===== config.mk =====
export PLATFORM = sky130hd
export DESIGN_NAME = keypad_scan_multitap_flat
export DESIGN_NICKNAME = d
export VERILOG_FILES = /design/src/kpsm_pkg.sv /design/src/kpsm_if.sv /design/src/kpsm_core.sv /design/src/kpsm_skid.sv /design/src/keypad_scan_multitap.sv /design/src/flat_wrapper.sv
export SDC_FILE = /design/constraint.sdc
export NUM_CORES = 1
export LEC_CHECK = 0
export ABC_AREA = 1
export BUFFER_PORTS_ARGS = -buffer_cell sky130_fd_sc_hd__clkbuf_2
export CAP_MARGIN = 20
export CORE_ASPECT_RATIO = 1.75
export CORE_MARGIN = 2
export CORE_UTILIZATION = 63
export CTS_BUF_LIST = sky130_fd_sc_hd__clkbuf_8
export CTS_CLUSTER_DIAMETER = 40
export CTS_CLUSTER_SIZE = 24
export DETAILED_ROUTE_END_ITERATION = 10
export PLACE_DENSITY = 0.83
export SKIP_CTS_REPAIR_TIMING = 1
export SYNTH_ARGS = -nofsm -noshare
export SYNTH_HDL_FRONTEND = slang
export SYNTH_SLANG_ARGS = --single-unit

===== constraint.sdc =====
create_clock -name clk_i -period 4.39 [get_ports clk_i]
set_input_delay 0.2195 -clock clk_i [delete_from_list [all_inputs] [get_ports clk_i]]
set_output_delay 0.2195 -clock clk_i [all_outputs]
set_load 0.05 [all_outputs]

===== src/kpsm_pkg.sv =====
// ----------------------------------------------------------------------------
// kpsm_pkg
// Types, constants and symbol tables shared by the keypad scanner modules.
// ----------------------------------------------------------------------------
package kpsm_pkg;

  typedef enum logic [1:0] {
    PH_IDLE     = 2'd0,
    PH_DEBOUNCE = 2'd1,
    PH_HOLD     = 2'd2,
    PH_TAP      = 2'd3
  } phase_e;

  // configuration register indexes
  localparam logic [1:0] CFG_NUMERIC_MODE   = 2'd0;
  localparam logic [1:0] CFG_DEBOUNCE_TICKS = 2'd1;
  localparam logic [1:0] CFG_TAP_TIMEOUT    = 2'd2;

  localparam int unsigned CfgDataW = 11;

  localparam logic [7:0]  DEBOUNCE_RESET = 8'd10;
  localparam logic [10:0] TIMEOUT_RESET  = 11'd1200;
  localparam logic [7:0]  DEBOUNCE_MAX   = 8'd255;
  localparam logic [10:0] TIMER_MAX      = 11'd2047;
  localparam logic [2:0]  TAP_RESET      = 3'd1;
  localparam logic [7:0]  CHAR_HASH      = 8'h23;

  localparam logic [7:0] KEY_SYMS [12][5] = '{
    '{8'h31, 8'h00, 8'h00, 8'h00, 8'h00},  // 1
    '{8'h32, 8'h41, 8'h42, 8'h43, 8'h00},  // 2ABC
    '{8'h33, 8'h44, 8'h45, 8'h46, 8'h00},  // 3DEF
    '{8'h34, 8'h47, 8'h48, 8'h49, 8'h00},  // 4GHI
    '{8'h35, 8'h4A, 8'h4B, 8'h4C, 8'h00},  // 5JKL
    '{8'h36, 8'h4D, 8'h4E, 8'h4F, 8'h00},  // 6MNO
    '{8'h37, 8'h50, 8'h51, 8'h52, 8'h53},  // 7PQRS
    '{8'h38, 8'h54, 8'h55, 8'h56, 8'h00},  // 8TUV
    '{8'h39, 8'h57, 8'h58, 8'h59, 8'h5A},  // 9WXYZ
    '{8'h2A, 8'h00, 8'h00, 8'h00, 8'h00},  // *
    '{8'h30, 8'h20, 8'h00, 8'h00, 8'h00},  // 0 and space
    '{8'h23, 8'h00, 8'h00, 8'h00, 8'h00}   // #
  };

  localparam logic [2:0] KEY_COUNT [12] = '{
    3'd1, 3'd4, 3'd4, 3'd4, 3'd4, 3'd4, 3'd5, 3'd4, 3'd5, 3'd1, 3'd2, 3'd1
  };

  typedef struct packed {
    logic [2:0] column_drive;
    logic       key_valid;
    logic [7:0] key_char;
    logic       show_valid;
    logic [7:0] show_char;
    logic       erase_last;
  } kpsm_res_t;

  typedef struct packed {
    logic        numeric_mode;
    logic [7:0]  debounce_ticks;
    logic [10:0] tap_timeout;
  } kpsm_cfg_t;

  function automatic logic [1:0] lowest_row(input logic [3:0] rows);
    logic [1:0] r;
    if (rows[0]) r = 2'd0;
    else if (rows[1]) r = 2'd1;
    else if (rows[2]) r = 2'd2;
    else r = 2'd3;
    return r;
  endfunction

  function automatic logic [3:0] held_key(input logic [1:0] row, input logic [1:0] col);
    logic [1:0] c;
    c = (col > 2'd2) ? 2'd2 : col;
    return {1'b0, row, 1'b0} + {2'b00, row} + {2'b00, c};
  endfunction

  function automatic logic [7:0] sym_at(input logic [3:0] key, input logic [2:0] idx);
    logic [7:0] s;
    if (idx < KEY_COUNT[key]) s = KEY_SYMS[key][idx];
    else s = KEY_SYMS[key][0];
    return s;
  endfunction

  function automatic logic [1:0] next_column(input logic [1:0] col);
    return (col >= 2'd2) ? 2'd0 : col + 2'd1;
  endfunction

  function automatic logic [2:0] col_drive(input logic [1:0] col);
    logic [2:0] d;
    case (col)
      2'd0:    d = 3'b100;
      2'd1:    d = 3'b010;
      2'd2:    d = 3'b001;
      default: d = 3'b000;
    endcase
    return d;
  endfunction

endpackage


===== src/kpsm_if.sv =====
// ----------------------------------------------------------------------------
// kpsm_in_if / kpsm_out_if
// Valid/ready channels for poll requests and scan results.
// ----------------------------------------------------------------------------
interface kpsm_in_if;
  logic       valid;
  logic       ready;
  logic [3:0] row_lines;
  logic       tick;

  modport source (output valid, output row_lines, output tick, input ready);
  modport sink (input valid, input row_lines, input tick, output ready);
endinterface

interface kpsm_out_if;
  logic       valid;
  logic       ready;
  logic [2:0] column_drive;
  logic       key_valid;
  logic [7:0] key_char;
  logic       show_valid;
  logic [7:0] show_char;
  logic       erase_last;

  modport source (
    output valid, output column_drive, output key_valid, output key_char,
    output show_valid, output show_char, output erase_last, input ready
  );
  modport sink (
    input valid, input column_drive, input key_valid, input key_char,
    input show_valid, input show_char, input erase_last, output ready
  );
endinterface


===== src/kpsm_core.sv =====
// ----------------------------------------------------------------------------
// kpsm_core
// Scan state, debounce and multitap logic; one poll per accepted request.
// ----------------------------------------------------------------------------
module kpsm_core (
  input  logic                clk_i,
  input  logic                rst_ni,
  input  logic                poll_i,
  input  logic [3:0]          row_lines_i,
  input  logic                tick_i,
  input  kpsm_pkg::kpsm_cfg_t cfg_i,
  output kpsm_pkg::kpsm_res_t res_o
);

  kpsm_pkg::phase_e phase_q, phase_d;
  logic [1:0]  scan_q, scan_d;
  logic [1:0]  hrow_q, hrow_d;
  logic [1:0]  hcol_q, hcol_d;
  logic [2:0]  tap_q, tap_d;
  logic [7:0]  dc_q, dc_d, dc_t;
  logic [10:0] tt_q, tt_d, tt_t;

  logic        pressed;
  logic [1:0]  row_lo;
  logic [3:0]  key;
  logic [7:0]  sym_cur;
  logic [7:0]  sym_first;
  logic        deb_done;
  logic        timeout_hit;
  logic        same_key;
  logic [3:0]  tap_next;

  assign pressed     = |row_lines_i;
  assign row_lo      = kpsm_pkg::lowest_row(row_lines_i);
  assign key         = kpsm_pkg::held_key(hrow_q, hcol_q);
  assign sym_cur     = kpsm_pkg::sym_at(key, tap_q);
  assign sym_first   = kpsm_pkg::KEY_SYMS[key][0];
  assign dc_t        = (tick_i && dc_q < kpsm_pkg::DEBOUNCE_MAX) ? dc_q + 8'd1 : dc_q;
  assign tt_t        = (tick_i && tt_q < kpsm_pkg::TIMER_MAX) ? tt_q + 11'd1 : tt_q;
  assign deb_done    = dc_t >= cfg_i.debounce_ticks;
  assign timeout_hit = tt_t >= cfg_i.tap_timeout;
  assign same_key    = (row_lo == hrow_q) && (scan_q == hcol_q);
  assign tap_next    = {1'b0, tap_q} + 4'd1;

  // next phase
  always_comb begin
    phase_d = phase_q;
    unique case (phase_q)
      kpsm_pkg::PH_IDLE: begin
        if (pressed) phase_d = kpsm_pkg::PH_DEBOUNCE;
      end
      kpsm_pkg::PH_DEBOUNCE: begin
        if (deb_done) phase_d = pressed ? kpsm_pkg::PH_HOLD : kpsm_pkg::PH_IDLE;
      end
      kpsm_pkg::PH_HOLD: begin
        if (!pressed) phase_d = kpsm_pkg::PH_TAP;
      end
      kpsm_pkg::PH_TAP: begin
        if (cfg_i.numeric_mode || timeout_hit || pressed) phase_d = kpsm_pkg::PH_IDLE;
      end
      default: phase_d = kpsm_pkg::PH_IDLE;
    endcase
  end

  // datapath and result
  always_comb begin
    scan_d = scan_q;
    hrow_d = hrow_q;
    hcol_d = hcol_q;
    tap_d  = tap_q;
    dc_d   = dc_t;
    tt_d   = tt_t;
    res_o  = '0;
    unique case (phase_q)
      kpsm_pkg::PH_IDLE: begin
        if (pressed) begin
          hrow_d = row_lo;
          hcol_d = scan_q;
          dc_d   = '0;
        end else begin
          scan_d = kpsm_pkg::next_column(scan_q);
        end
      end
      kpsm_pkg::PH_DEBOUNCE: begin
        if (deb_done && pressed) tt_d = '0;
      end
      kpsm_pkg::PH_HOLD: begin
        if (!pressed && !cfg_i.numeric_mode && sym_first != kpsm_pkg::CHAR_HASH) begin
          res_o.show_valid = 1'b1;
          res_o.show_char  = sym_cur;
        end
      end
      kpsm_pkg::PH_TAP: begin
        scan_d = kpsm_pkg::next_column(scan_q);
        if (cfg_i.numeric_mode) begin
          res_o.key_valid = 1'b1;
          res_o.key_char  = sym_first;
        end else if (timeout_hit || (pressed && !same_key)) begin
          res_o.key_valid = 1'b1;
          res_o.key_char  = sym_cur;
          tap_d           = kpsm_pkg::TAP_RESET;
        end else if (pressed) begin
          tap_d            = (tap_next >= {1'b0, kpsm_pkg::KEY_COUNT[key]}) ? 3'd0
                                                                           : tap_next[2:0];
          res_o.erase_last = 1'b1;
        end
      end
      default: ;
    endcase
    res_o.column_drive = kpsm_pkg::col_drive(scan_d);
  end

  always_ff @(posedge clk_i or negedge rst_ni) begin
    if (!rst_ni) begin
      phase_q <= kpsm_pkg::PH_IDLE;
      scan_q  <= '0;
      hrow_q  <= '0;
      hcol_q  <= '0;
      tap_q   <= kpsm_pkg::TAP_RESET;
      dc_q    <= '0;
      tt_q    <= '0;
    end else if (poll_i) begin
      phase_q <= phase_d;
      scan_q  <= scan_d;
      hrow_q  <= hrow_d;
      hcol_q  <= hcol_d;
      tap_q   <= tap_d;
      dc_q    <= dc_d;
      tt_q    <= tt_d;
    end
  end

endmodule


===== src/kpsm_skid.sv =====
// ----------------------------------------------------------------------------
// kpsm_skid
// Output register with a skid stage so one further request can be accepted under a stall.
// ----------------------------------------------------------------------------
module kpsm_skid (
  input  logic                clk_i,
  input  logic                rst_ni,
  input  logic                in_valid_i,
  output logic                in_ready_o,
  input  kpsm_pkg::kpsm_res_t in_data_i,
  output logic                out_valid_o,
  input  logic                out_ready_i,
  output kpsm_pkg::kpsm_res_t out_data_o
);

  logic                out_valid_q, skid_valid_q;
  kpsm_pkg::kpsm_res_t out_q, skid_q;
  logic                take;
  logic                push;

  assign in_ready_o  = !skid_valid_q;
  assign push        = in_valid_i && !skid_valid_q;
  assign take        = out_valid_q && out_ready_i;
  assign out_valid_o = out_valid_q;
  assign out_data_o  = out_q;

  always_ff @(posedge clk_i or negedge rst_ni) begin
    if (!rst_ni) begin
      out_valid_q  <= 1'b0;
      skid_valid_q <= 1'b0;
    end else if (skid_valid_q) begin
      if (take) skid_valid_q <= 1'b0;
    end else if (push) begin
      if (out_valid_q && !take) skid_valid_q <= 1'b1;
      else out_valid_q <= 1'b1;
    end else if (take) begin
      out_valid_q <= 1'b0;
    end
  end

  always_ff @(posedge clk_i) begin
    if (skid_valid_q) begin
      if (take) out_q <= skid_q;
    end else if (push) begin
      if (out_valid_q && !take) skid_q <= in_data_i;
      else out_q <= in_data_i;
    end
  end

endmodule


===== src/keypad_scan_multitap.sv =====
// ----------------------------------------------------------------------------
// keypad_scan_multitap
// 4x3 matrix keypad scanner with debounce and multitap letter entry.
//
// Each request on in_if is one poll: the row lines sensed under the previous
// column_drive and a flag that one timer tick has passed. Every poll gives
// exactly one result on out_if: the next column drive, a committed key
// (key_valid/key_char) and the provisional multitap character controls
// (show_valid/show_char/erase_last).
// The scan state is updated in the cycle a request is accepted, and the
// result is registered in the output register, or in the skid stage while
// the output register is held by a stall. A request can be accepted every
// cycle while the skid stage is empty; throughput is then one poll per cycle.
// When the receiver stalls, one further result is held in a skid stage;
// in_if.ready drops only while that stage is occupied.
// Reset clears the scan state and loads numeric mode, a debounce limit of
// 10 ticks and a tap timeout of 1200 ticks. Configuration writes on
// cfg_we_i / cfg_idx_i / cfg_data_i take effect once registered in cfg_q.
// ----------------------------------------------------------------------------
module keypad_scan_multitap (
  input  logic                            clk_i,
  input  logic                            rst_ni,
  kpsm_in_if.sink                         in_if,
  kpsm_out_if.source                      out_if,
  input  logic                            cfg_we_i,
  input  logic [1:0]                      cfg_idx_i,
  input  logic [kpsm_pkg::CfgDataW-1:0]   cfg_data_i
);

  kpsm_pkg::kpsm_cfg_t cfg_q;
  kpsm_pkg::kpsm_res_t res;
  kpsm_pkg::kpsm_res_t out_data;
  logic                in_ready;
  logic                poll;

  assign in_if.ready = in_ready;
  assign poll        = in_if.valid && in_ready;

  always_ff @(posedge clk_i or negedge rst_ni) begin
    if (!rst_ni) begin
      cfg_q.numeric_mode   <= 1'b1;
      cfg_q.debounce_ticks <= kpsm_pkg::DEBOUNCE_RESET;
      cfg_q.tap_timeout    <= kpsm_pkg::TIMEOUT_RESET;
    end else if (cfg_we_i) begin
      unique case (cfg_idx_i)
        kpsm_pkg::CFG_NUMERIC_MODE:   cfg_q.numeric_mode   <= cfg_data_i[0];
        kpsm_pkg::CFG_DEBOUNCE_TICKS: cfg_q.debounce_ticks <= cfg_data_i[7:0];
        kpsm_pkg::CFG_TAP_TIMEOUT:    cfg_q.tap_timeout    <= cfg_data_i[10:0];
        default: ;
      endcase
    end
  end

  kpsm_core u_core (
    .clk_i       (clk_i),
    .rst_ni      (rst_ni),
    .poll_i      (poll),
    .row_lines_i (in_if.row_lines),
    .tick_i      (in_if.tick),
    .cfg_i       (cfg_q),
    .res_o       (res)
  );

  kpsm_skid u_skid (
    .clk_i       (clk_i),
    .rst_ni      (rst_ni),
    .in_valid_i  (in_if.valid),
    .in_ready_o  (in_ready),
    .in_data_i   (res),
    .out_valid_o (out_if.valid),
    .out_ready_i (out_if.ready),
    .out_data_o  (out_data)
  );

  assign out_if.column_drive = out_data.column_drive;
  assign out_if.key_valid    = out_data.key_valid;
  assign out_if.key_char     = out_data.key_char;
  assign out_if.show_valid   = out_data.show_valid;
  assign out_if.show_char    = out_data.show_char;
  assign out_if.erase_last   = out_data.erase_last;

endmodule

===== src/flat_wrapper.sv =====
// flat-port wrapper written by rule: the top's interface ports become plain ports
module keypad_scan_multitap_flat 
  (clk_i, rst_ni, cfg_we_i, cfg_idx_i, cfg_data_i, in_if_valid, in_if_row_lines, in_if_tick, in_if_ready, out_if_valid, out_if_column_drive, out_if_key_valid, out_if_key_char, out_if_show_valid, out_if_show_char, out_if_erase_last, out_if_ready);
  kpsm_in_if in_if_i ();
  kpsm_out_if out_if_i ();
  input  logic clk_i;
  input  logic rst_ni;
  input  logic cfg_we_i;
  input  logic [1:0] cfg_idx_i;
  input  logic [kpsm_pkg::CfgDataW-1:0] cfg_data_i;
  input wire logic [$bits(in_if_i.valid)-1:0] in_if_valid;
  input wire logic [$bits(in_if_i.row_lines)-1:0] in_if_row_lines;
  input wire logic [$bits(in_if_i.tick)-1:0] in_if_tick;
  output wire logic [$bits(in_if_i.ready)-1:0] in_if_ready;
  output wire logic [$bits(out_if_i.valid)-1:0] out_if_valid;
  output wire logic [$bits(out_if_i.column_drive)-1:0] out_if_column_drive;
  output wire logic [$bits(out_if_i.key_valid)-1:0] out_if_key_valid;
  output wire logic [$bits(out_if_i.key_char)-1:0] out_if_key_char;
  output wire logic [$bits(out_if_i.show_valid)-1:0] out_if_show_valid;
  output wire logic [$bits(out_if_i.show_char)-1:0] out_if_show_char;
  output wire logic [$bits(out_if_i.erase_last)-1:0] out_if_erase_last;
  input wire logic [$bits(out_if_i.ready)-1:0] out_if_ready;
  assign in_if_i.valid = in_if_valid;
  assign in_if_i.row_lines = in_if_row_lines;
  assign in_if_i.tick = in_if_tick;
  assign in_if_ready = in_if_i.ready;
  assign out_if_valid = out_if_i.valid;
  assign out_if_column_drive = out_if_i.column_drive;
  assign out_if_key_valid = out_if_i.key_valid;
  assign out_if_key_char = out_if_i.key_char;
  assign out_if_show_valid = out_if_i.show_valid;
  assign out_if_show_char = out_if_i.show_char;
  assign out_if_erase_last = out_if_i.erase_last;
  assign out_if_i.ready = out_if_ready;
  keypad_scan_multitap u_core (.clk_i(clk_i), .rst_ni(rst_ni), .in_if(in_if_i), .out_if(out_if_i), .cfg_we_i(cfg_we_i), .cfg_idx_i(cfg_idx_i), .cfg_data_i(cfg_data_i));
endmodule

; ---- Yosys cells after proc, flatten, opt, wreduce, memory -nomap -nowiden
; Memory sizes are Yosys's and may differ from the RTL's.
; Index checks and enable logic that the tools add are counted.
; Widths: inputs -> output; s select.
[op_classes]
n_mux = 51
reduce_logical = 34
n_eq_ne = 17
n_lt_le_gt_ge = 10
bitwise_logic = 4
n_addsub = 6
[op_table]
columns = cell, n
row1 = $mux 22, 4
row2 = $mux 40, 2
row3 = $mux 8, 6
row4 = $mux 9, 5
row5 = $mux 11, 3
row6 = $bmux 8 s3, 1
row7 = $mux 2, 10
row8 = $mux 3, 5
row9 = $mux 1, 12
row10 = $ne 2x2->1 const B, 6
row11 = $reduce_and 3->1, 4
row12 = $add 11x1->11 const B, 1
row13 = $ge 11x11->1, 1
row14 = $lt 11x11->1 const B, 1
row15 = $logic_and 1x1->1, 10
row16 = $pmux 3 s3, 1
row17 = $add 8x1->8 const B, 1
row18 = $eq 2x2->1 const B, 4
row19 = $ge 8x8->1, 1
row20 = $lt 8x8->1 const B, 1
row21 = $ne 8x6->1 const B, 1
row22 = $pmux 2 s4, 1
row23 = $eq 2x1->1 const B, 3
row24 = $logic_not 2->1, 3
row25 = other kinds (23), 35
[word_totals]
reg_bits = 96
memories = 2
in_bits = 23
out_inout_bits = 24
romBits = 688
[memory_table]
columns = memory, words, width, read_ports, rd_ports_with_merged_regs, write_ports, line_no
row1 = (no name shown), 16, 40, 1, 0, 0, kpsm_core.sv:37  ; assign sym_first = kpsm_pkg::KEY_SYMS[key][0];
row2 = (no name shown), 16, 3, 1, 0, 0, kpsm_core.sv:103  ; tap_d = (tap_next >= {1'b0, kpsm_pkg::KEY_COUNT[key]}) ? 3'd0

; ---- Depth between registers and ports, before layout
; Gate-level depths: netlist (run 1).
[logic_depth]
ltp_word = 17
ltp_mapped = 21

; ---- Cells and area by module
; From an unflattened synthesis (run 1), not the netlist that was laid out.
[hier_totals]
cells_unflattened = 759
hier_area_um2 = 6073.3
[by_module_without_submodules]
columns = mod, area_per_inst_um2, instances, cells_each
row1 = kpsm_core, 3454.6, 1, 532
row2 = kpsm_skid, 1770.4, 1, 133
row3 = keypad_scan_multitap, 848.3, 1, 94

; ---- Least setup slack after synthesis (run 1)
; No wires, ideal clock.
[synth_timing]
path_type = register to register
startpoint = register u_core.u_core.hcol_q[1]
endpoint = register u_core.u_skid.out_q, in the netlist u_core.u_skid.out_data_o[16], data pin
path_stages_with_launch = 17
required_time_ps = 4259
t_arrival_ps = 3194
path_buffers = 1
setup_slack_ps = 1065
synth_period_minus_slack_ps = 3325
cell_sequence = dfrtp_1 > clkbuf_1 > fa_1 > ha_1 > inv_1 > ha_1 > nand2_1 > inv_1 > a21oi_1 > ha_1 > a21oi_2 > inv_2 > nor2_2 > nand2_1 > nor3_2 > nand2_1 > nand2_1
[synth_rtl]
columns = item, line_no
row1 = "start, declared", kpsm_core.sv:18  ; logic [1:0] hcol_q, hcol_d;
row2 = "start signal, assigned", kpsm_core.sv:126  ; hcol_q <= hcol_d;
row3 = "end signal, assigned", kpsm_skid.sv:43  ; if (take) out_q <= skid_q;
row4 = "end signal, assigned", kpsm_skid.sv:46  ; else out_q <= in_data_i;
row5 = "end, declared", kpsm_skid.sv:17  ; kpsm_pkg::kpsm_res_t out_q, skid_q;

==> results of run 1 <==
==> per-layer routing <==
layer | routed length (um) | GRT usage (%) | up-vias | share of wire, %
met1 | 4750 | 27.9 | 2249 | 35
li1 | - | - | 2401 | -
met3 | 543 | 3.57 | 65 | 4.0
met4 | 1040 | 24.1 | 0 | 7.7
met2 | 7100 | 53.1 | 176 | 53
met5 | 0 | 0 | - | 0
==> report_power, final <==
part,leakage [nW],switching [mW],internal [mW]
Sequential,1.04,0.205,1.19
Combinational,2.06,1.82,0.777
Clock,0.103,0.351,0.226
Total,3.20,2.37,2.19
==> cell families after synthesis <==
group / count (synthesis) / synth area share (%)
AOI/OAI and AO/OA: 105 / 10.1
DFF: 92 / 43.4
other: 1 / 0.0648
buffers and inverters: 139 / 9.71
xor gates and xnor gates: 20 / 3.03
and+or+nand+nor: 318 / 23.9
adders and majority gates: 44 / 9.78
==> registers in the layout, indices dropped and copies added, names as in the netlist <==
name / flops
u_core.u_core.scan_q: 2
u_core.u_core.dc_q: 8
u_core.u_core.hcol_q: 2
u_core.u_skid.out_valid_o: 1
u_core.u_skid.skid_valid_q: 1
u_core.u_core.tap_q: 3
u_core.cfg_q: 20
u_core.u_core.phase_q: 2
u_core.u_core.hrow_q: 2
u_core.u_skid.out_data_o: 20
u_core.u_skid.skid_q: 20
u_core.u_core.tt_q: 11
==> final timing paths <==
check / slack, ns / startpoint / cells after the start / to
min in group asynchronous: 0.46 / rst_ni / 3 / u_core.u_core.dc_q[4]
min: 0.04 / cfg_data_i[1] / 3 / u_core.cfg_q[12]
max reg2reg: 0.55 / u_core.u_core.hrow_q[0] / 15 / u_core.u_skid.out_data_o[16]
max: 0.55 / u_core.u_core.hrow_q[0] / 15 / u_core.u_skid.out_data_o[16]
min reg2reg: 0.49 / u_core.cfg_q[15] / 2 / u_core.cfg_q[15]
max in group asynchronous: 3.44 / rst_ni / 3 / u_core.u_core.tt_q[9]
==> layout by cell type, fill, tap and decap left out, types with 14 or more instances in the layout <==
| cell | instances |
|---|---|
| a21oi_1 | 22 |
| clkbuf_2 | 44 |
| dfrtp_1 | 44 |
| edfxtp_1 | 40 |
| ha_1 | 42 |
| inv_1 | 110 |
| nand2_1 | 183 |
| nand3_1 | 54 |
| nand4_1 | 14 |
| nor2_1 | 45 |
| o21ai_0 | 58 |
| xor2_1 | 19 |
==> worst min-delay path: cells and delay by family <==
| family | cells | cell delay (ns) |
|---|---|---|
| AOI/OAI and AO/OA | 1 | 0.08 |
| buffers and inverters | 2 | 0.13 |
==> area by class of cell <==
cell class	instances	share of cell area, %
repair buffers	49	4.14
clock inverters	7	1.22
flip-flops and latches	92	40.0
inverters	118	7.05
multi-input cells	489	43.2
well taps	120	2.39
clock buffers	9	1.97
==> metrics by stage <==
step | instance area, um^2 | worst slack (ns) | cells
final | 6280 | 0.549 | 884
after global routing | 6280 | 0.269 | 884
after CTS | 6270 | 0.573 | 883
after detailed placement | 6070 | 0.625 | 867
after global placement | 6070 | 0.762 | 867
after floorplan | 5790 | 1.06 | 720
==> metrics.cfg, run 1 <==
[outcome]
outcome=finished clean

[critical_path]
critPathBufInv=3
cp.arrival_ns=4.10
path_delay_family=adder cells
required_ns=4.65
cpMostUsedCell=nand2_1
crit_slowest_cell=ha_1
cp_cell_sequence=fa_1 -> ha_1 -> inv_1 -> ha_1 -> nand2_1 -> inv_1 -> a21oi_1 -> ha_1 -> a21oi_2 -> inv_2 -> nor2_2 -> nand2_1 -> nor3_2 -> nand2_1 -> nand2_1
critPathMaxFanout=9
criticalPathCategory=flip-flop to flip-flop
critPathMaxStageDelay_ns=0.52
crit_path_end_kind=flip-flop
start_kind=flip-flop

[yosys]
yosys.area.top_type_share_pct=20.8
synth.ff_latch_count=92
post-synth-top-count-cell=nand2_1
synth_area_leader_cell=edfxtp_1
synth_edf_count=40
synthFlopType=dfrtp_1
synth_seq_area_share_pct=43.4
syn_area_um2=5780
synth_cells=719
synth_area_leaders=edfxtp_1 (21%), dfrtp_1 (19%), nand2_1 (12%), ha_1 (9.1%), inv_1 (7.1%)
synthArstFlopShare_pct=56.5
ys_types=43
synth_common_cells=nand2_1 (183), inv_1 (110), o21ai_0 (58), nand3_1 (54), nor2_1 (45)
synth-warning-count=0
avgSynthCellArea_um2=8.04

[job]
cap_violations=0

[cts]
clockBufferDepth=2
htree_levels=3
cts_made_buffers=9
cts_tree=built
path_clk_slew_ns=0.10
cts_root_buffer=clkbuf_8
clock-sinks=92
worst_skew_pair.late_latency_ns=0.40

[timing]
period_needed_ns=3.84
period_share_pct=87.5
setup_viol=0
slew_headroom_pct=46.2
grt_setup_unrepaired=false
fin_tns_setup_ns=0
max_freq_mhz=260
final_max_slew_viol_count=0
hold_slack_ns=0.0442
hold_viol=0
worst_pin_slew_ns=0.798
fin_skew_ns=0.0137

[global_route]
antenna_found_initial=0
grt_max_degree=53
grt_pass1_wl_mm=22.1
grt_overflow=0
grt_usage_pct=28.5
grt_pass1_vias=4896

[floorplan]
fp.dieH_um=131
fp-row-count=46
start_util_pct=64.4
io-pin-count=47
die_x_um=76.4
die_area_um2=9990
core_area_um2=8980

[placed_design]
detailed_place_hpwl_mm=10.3
port_buffers=44
gp_congestion=1.00

[final_layout]
antenna_cells=0
seq_area_um2=2510
n_fill_cell=730
multi_input_area_um2=2710
area_growth_pct=8.57
layout-drive-gt1-share_pct=12.7
utilization_pct=69.9
nets=826

[route]
routedWlPerCell_um=15.2
wl_mm=13.4
vias_per_cell=5.53
first_pass_iters=5
drc=0
ant_nets=0
first_iter_violations=276
via_count=4891

[power]
p_leak_nw=3.20
ir_worst_vdd_v=0.000337
p_per_area_nw_per_um2=728
totalPowerFinal_mw=4.57

[hold_path]
hp-class=input pin to flip-flop

(Power assumes the default switching activity.)
==> run 2: changes to the inputs <==
- CORE_ASPECT_RATIO: 1.75 -> 0.9
==> run 2 against run 1 <==
  * The flow now finishes with violations (hold timing)
  * Clock skew up 0.0021 ns
  * Clock power up 3%
  * Via count down 0.51%
  * Global-route usage down 1.2 points
  * Final area down 0.16%
  * Power down 0.50%
  * Cell count unchanged
  * Die area down 0.29%
  * Count of clock-buffer cells in the layout unchanged
  * Non-clock buffer count down 2
  * Utilization down 0.29 points
  * Combinational power down 2%
==> metrics.cfg, run 2 (synthesis results as in run 1) <==
[outcome]
outcome=finished, violations left
violations=hold timing

[timing]
hold_slack_ns=-0.0441
hold_viol=43
max_freq_mhz=259
fin_skew_ns=0.0157
final_max_slew_viol_count=0
period_share_pct=87.8
setup_viol=0
grt_setup_unrepaired=false
period_needed_ns=3.85
fin_tns_setup_ns=0
worst_pin_slew_ns=0.824
slew_headroom_pct=45.0

[floorplan]
fp.dieH_um=94.9
fp-row-count=33
core_area_um2=9000
die_x_um=105
start_util_pct=64.3
io-pin-count=47
die_area_um2=9960

[route]
first_pass_iters=5
drc=0
wl_mm=12.9
via_count=4866
first_iter_violations=307
routedWlPerCell_um=14.6
vias_per_cell=5.50
ant_nets=0

[critical_path]
rr_endpoint=u_core.u_skid.out_data_o[16]
criticalPathCategory=flip-flop to flip-flop
start_kind=flip-flop
critPathMaxFanout=14
required_ns=4.63
cp.arrival_ns=4.09
crit_slowest_cell=fa_1
cp_cell_sequence=fa_1 -> ha_1 -> fa_1 -> inv_1 -> nand2_1 -> a21oi_1 -> ha_1 -> a21oi_2 -> inv_2 -> nor2_2 -> nand2_1 -> nor3_2 -> nand2_1 -> nand2_1
cpMostUsedCell=nand2_1
crit_path_end_kind=flip-flop
path_delay_family=adder cells
reg2reg_depth=14
r2r_slack_ns=0.54
critPathMaxStageDelay_ns=0.64
critPathBufInv=2
r2r_start=u_core.u_core.hrow_q[0]

[placed_design]
gp_congestion=0.922
port_buffers=44
detailed_place_hpwl_mm=9.83

[cts]
clock-sinks=92
cts_root_buffer=clkbuf_8
path_clk_slew_ns=0.10
cts_made_buffers=9
htree_levels=3
worst_skew_pair.late_latency_ns=0.37
cts_tree=built
clockBufferDepth=2

[global_route]
grt_usage_pct=27.2
grt_max_degree=53
grt_overflow=0
grt_pass1_wl_mm=21.6
grt_pass1_vias=4673
antenna_found_initial=0

[final_layout]
n_fill_cell=766
layout-drive-gt1-share_pct=12.6
antenna_cells=0
final_cell_mix=nand2_1 (183), inv_1 (110), o21ai_0 (58), nand3_1 (54), nor2_1 (45)
layout_commonest_cell=nand2_1
nets=824
area_growth_pct=8.39
utilization_pct=69.7

[hold_path]
hp-class=input pin to async pin

[power]
p_leak_nw=3.18
ir_worst_vdd_v=0.000408
totalPowerFinal_mw=4.55
p_per_area_nw_per_um2=725

[job]
cap_violations=0

## run 2: cell count changes in the layout (fill, tap and decap cells not counted), sizes merged
cell	change
clkinv	-3
clkinvlp	+3
buf	-1
bufinv	+1
dlygate4sd3	-1
inv	-1
## run 2: stage by stage
step / hold slack, ns / setup slack [ns] / cells / cell area, um^2
finish: -0.0441 / 0.536 / 884 / 6270
global route: 0.00992 / 0.207 / 884 / 6270
CTS: -0.0301 / 0.550 / 884 / 6270
detailed placement: 0.385 / 0.578 / 868 / 6060
global placement: 0.372 / 0.710 / 868 / 6060
floorplan: -0.0761 / 1.06 / 720 / 5790
## run 2: worst max path at each step
stage	from	end	slack, ns	cells after the start
3_3_place_gp	u_core.u_core.hrow_q[0]	u_core.u_skid.out_data_o[16]	0.71	17
5_1_grt	u_core.u_core.hrow_q[0]	u_core.u_skid.out_data_o[16]	0.21	17
6_report	u_core.u_core.hrow_q[0]	u_core.u_skid.out_data_o[16]	0.54	14
2_1_floorplan	u_core.u_core.hcol_q[1]	u_core.u_skid.out_data_o[16]	1.06	16
3_5_place_dp	u_core.u_core.hrow_q[0]	u_core.u_skid.out_data_o[16]	0.58	16
4_1_cts	u_core.u_core.hrow_q[0]	u_core.u_skid.out_data_o[16]	0.55	16
## run 2: cell type report
class	count	area (um^2)	area share (%)
Multi-Input combinational cell	489	2710	43.3
Sequential cell	92	2510	40.1
Inverter	118	443	7.06
Timing Repair Buffer	47	243	3.87
Tap cell	122	153	2.43
Clock buffer	9	124	1.98
Clock inverter	7	81.3	1.30
## run 2: layer usage
metal,part of all wire [%],GRT usage (%),vias to the layer above
met5,0,0,-
met4,2.1,8.89,0
met3,5.6,4.00,28
met2,50,48.2,169
met1,42,34.7,2273
li1,-,-,2396
## run 2: power by group
group          switching [mW]  internal, mW  total, mW
sequential              0.212          1.19       1.40
clock                   0.323         0.271      0.594
combinational            1.78         0.763       2.55
total                    2.32          2.23       4.55
==> run 3: changes to the inputs <==
- SYNTH_HIERARCHICAL: unset -> 1
==> run 3 against run 2 <==
  * The run still ends with hold timing left
  * Sequential share of layout area up 0.11 points
  * Utilization up 1.2 points
  * Worst hold slack better by 0.013 ns
  * Fmax down 1.7%
  * Clock skew down 0.0036 ns
  * Power up 2.6%
  * Register-to-register slack worse by 0.07 ns
  * Sequential power up 5%
==> metrics.cfg, run 3 <==
[global_route]
grt_overflow=0
grt_usage_pct=27.3
grt_pass1_wl_mm=23.2
grt_pass1_vias=5082
antenna_found_initial=0
grt_max_degree=53

[critical_path]
start_kind=flip-flop
required_ns=4.50
cp_cell_sequence=fa_1 -> ha_1 -> fa_1 -> inv_1 -> nand2_1 -> a21oi_1 -> ha_1 -> inv_1 -> o21ai_2 -> inv_1 -> nand3b_1 -> o21ai_0 -> o21ai_0 -> nor2_1 -> nand2_1 -> nand2_1
critPathBufInv=3
criticalPathCategory=flip-flop to flip-flop
crit_slowest_cell=fa_1
critPathMaxStageDelay_ns=0.72
cp.arrival_ns=4.03
crit_path_end_kind=flip-flop
path_delay_family=adder cells
critPathMaxFanout=12

[route]
vias_per_cell=5.56
routedWlPerCell_um=14.7
via_count=5144
ant_nets=0
wl_mm=13.6
first_pass_iters=5
drc=0
first_iter_violations=292

[cts]
cts_tree=built
htree_levels=3
clockBufferDepth=2
clock-sinks=96
path_clk_slew_ns=0.09
cts_made_buffers=9
worst_skew_pair.late_latency_ns=0.36
cts_root_buffer=clkbuf_8

[timing]
setup_viol=0
hold_viol=44
grt_setup_unrepaired=false
fin_skew_ns=0.0121
hold_slack_ns=-0.0315
worst_slack_ns=0.469
period_share_pct=89.3
worst_pin_slew_ns=0.945
max_freq_mhz=255
fin_tns_setup_ns=0
slew_headroom_pct=37.0
period_needed_ns=3.92
final_max_slew_viol_count=0

[floorplan]
fp-row-count=33
io-pin-count=47
start_util_pct=65.7
die_x_um=107
die_area_um2=10400
core_area_um2=9250
fp.dieH_um=97.1

[job]
cap_violations=0

[outcome]
outcome=finished, violations left
violations=hold timing

[final_layout]
antenna_cells=0
utilization_pct=70.8
layout_commonest_cell=nand2_1
nets=865
layout-drive-gt1-share_pct=13.2
final_cell_mix=nand2_1 (236), inv_1 (106), clkbuf_2 (46), nor2_1 (46)
seq_area_um2=2630
n_fill_cell=724
area_growth_pct=7.87
multi_input_area_um2=2860

[yosys]
synth-warning-count=6
synth.ff_latch_count=96
yosys.area.top_type_share_pct=21.8
synth_area_leaders=edfxtp_1 (22%), dfrtp_1 (18%), nand2_1 (15%), ha_1 (8.7%), inv_1 (6.6%)
synth_cells=759
post-synth-top-count-cell=nand2_1
synthFlopType=edfxtp_1
synth_edf_count=44
synthArstFlopShare_pct=54.2
synth_area_leader_cell=edfxtp_1
synth_seq_area_share_pct=43.3
ys_types=49
avgSynthCellArea_um2=8.00
syn_area_um2=6070
synth_common_cells=nand2_1 (236), inv_1 (106), nor2_1 (46), dfrtp_1 (44), edfxtp_1 (44)

[power]
p_leak_nw=3.33
ir_worst_vdd_v=0.000418
totalPowerFinal_mw=4.66
p_per_area_nw_per_um2=712

[placed_design]
dp_slack_ns=0.533
port_buffers=46
gp_congestion=0.922
detailed_place_hpwl_mm=10.1

[hold_path]
hp-class=input pin to async pin

## run 3: changes by cell type after synthesis, moves of 3 or more
cell | before | now
nand2_2 | 2 | 11
nand4_1 | 14 | 27
a21oi_2 | 5 | 0
a21oi_1 | 22 | 28
o22ai_1 | 3 | 6
nand3_1 | 54 | 36
and3_1 | 4 | 0
xor2_1 | 19 | 13
o21ai_0 | 58 | 36
nand2_1 | 183 | 236
edfxtp_1 | 40 | 44
inv_1 | 110 | 106
## run 3: final timing paths
check                                        start                      endpoint  slack (ns)  cells past startpoint
setup / recovery           u_core/u_core/hrow_q[0]  u_core/u_skid/out_data_o[14]        0.47                     16
hold / removal                              rst_ni         u_core/u_core/tt_q[8]       -0.03                      2
setup reg to reg           u_core/u_core/hrow_q[0]  u_core/u_skid/out_data_o[14]        0.47                     16
hold reg to reg                    u_core/cfg_q[7]               u_core/cfg_q[7]        0.47                      2
max in group asynchronous                   rst_ni         u_core/u_core/dc_q[2]        3.98                      2
min in group clk_i                  cfg_data_i[10]              u_core/cfg_q[10]        0.07                      3
## run 3: cells by family after synthesis
| kind of cell | after synthesis | synth area share (%) |
|---|---|---|
| AOI/OAI and AO/OA | 89 | 8.24 |
| xor gates and xnor gates | 14 | 2.02 |
| adders and majority gates | 44 | 9.31 |
| buffers and inverters | 136 | 9.68 |
| DFF | 96 | 43.3 |
| other | 1 | 0.0617 |
| and+or+nand+nor | 379 | 27.3 |
## run 3: through the flow
| stage | instances | area, um^2 |
|---|---|---|
| 2_1_floorplan | 760 | 6080 |
| 3_3_place_gp | 909 | 6330 |
| 3_5_place_dp | 909 | 6330 |
| 4_1_cts | 925 | 6550 |
| 5_1_grt | 925 | 6550 |
| 6_report | 925 | 6550 |
## run 3: power breakdown
group          switching [mW]  total (mW)  leakage, nW  internal [mW]
Sequential              0.220        1.47         1.08           1.25
Clock                   0.314       0.636        0.104          0.322
Combinational            1.79        2.56         2.15          0.768
## run 3: final cells by class
class / count / share of cell area, %
clock buffer: 9 / 1.89
clock inverter: 7 / 1.43
sequential: 96 / 40.2
inverter: 114 / 6.65
timing repair buffer: 49 / 3.86
multi-input combinational: 528 / 43.7
tap: 122 / 2.33
## run 3: per-layer routing
metal,GRT usage (%),wire (um)
met4,5.82,233
met1,35.7,5680
met5,0,0
met2,48.2,6850
met3,3.89,800
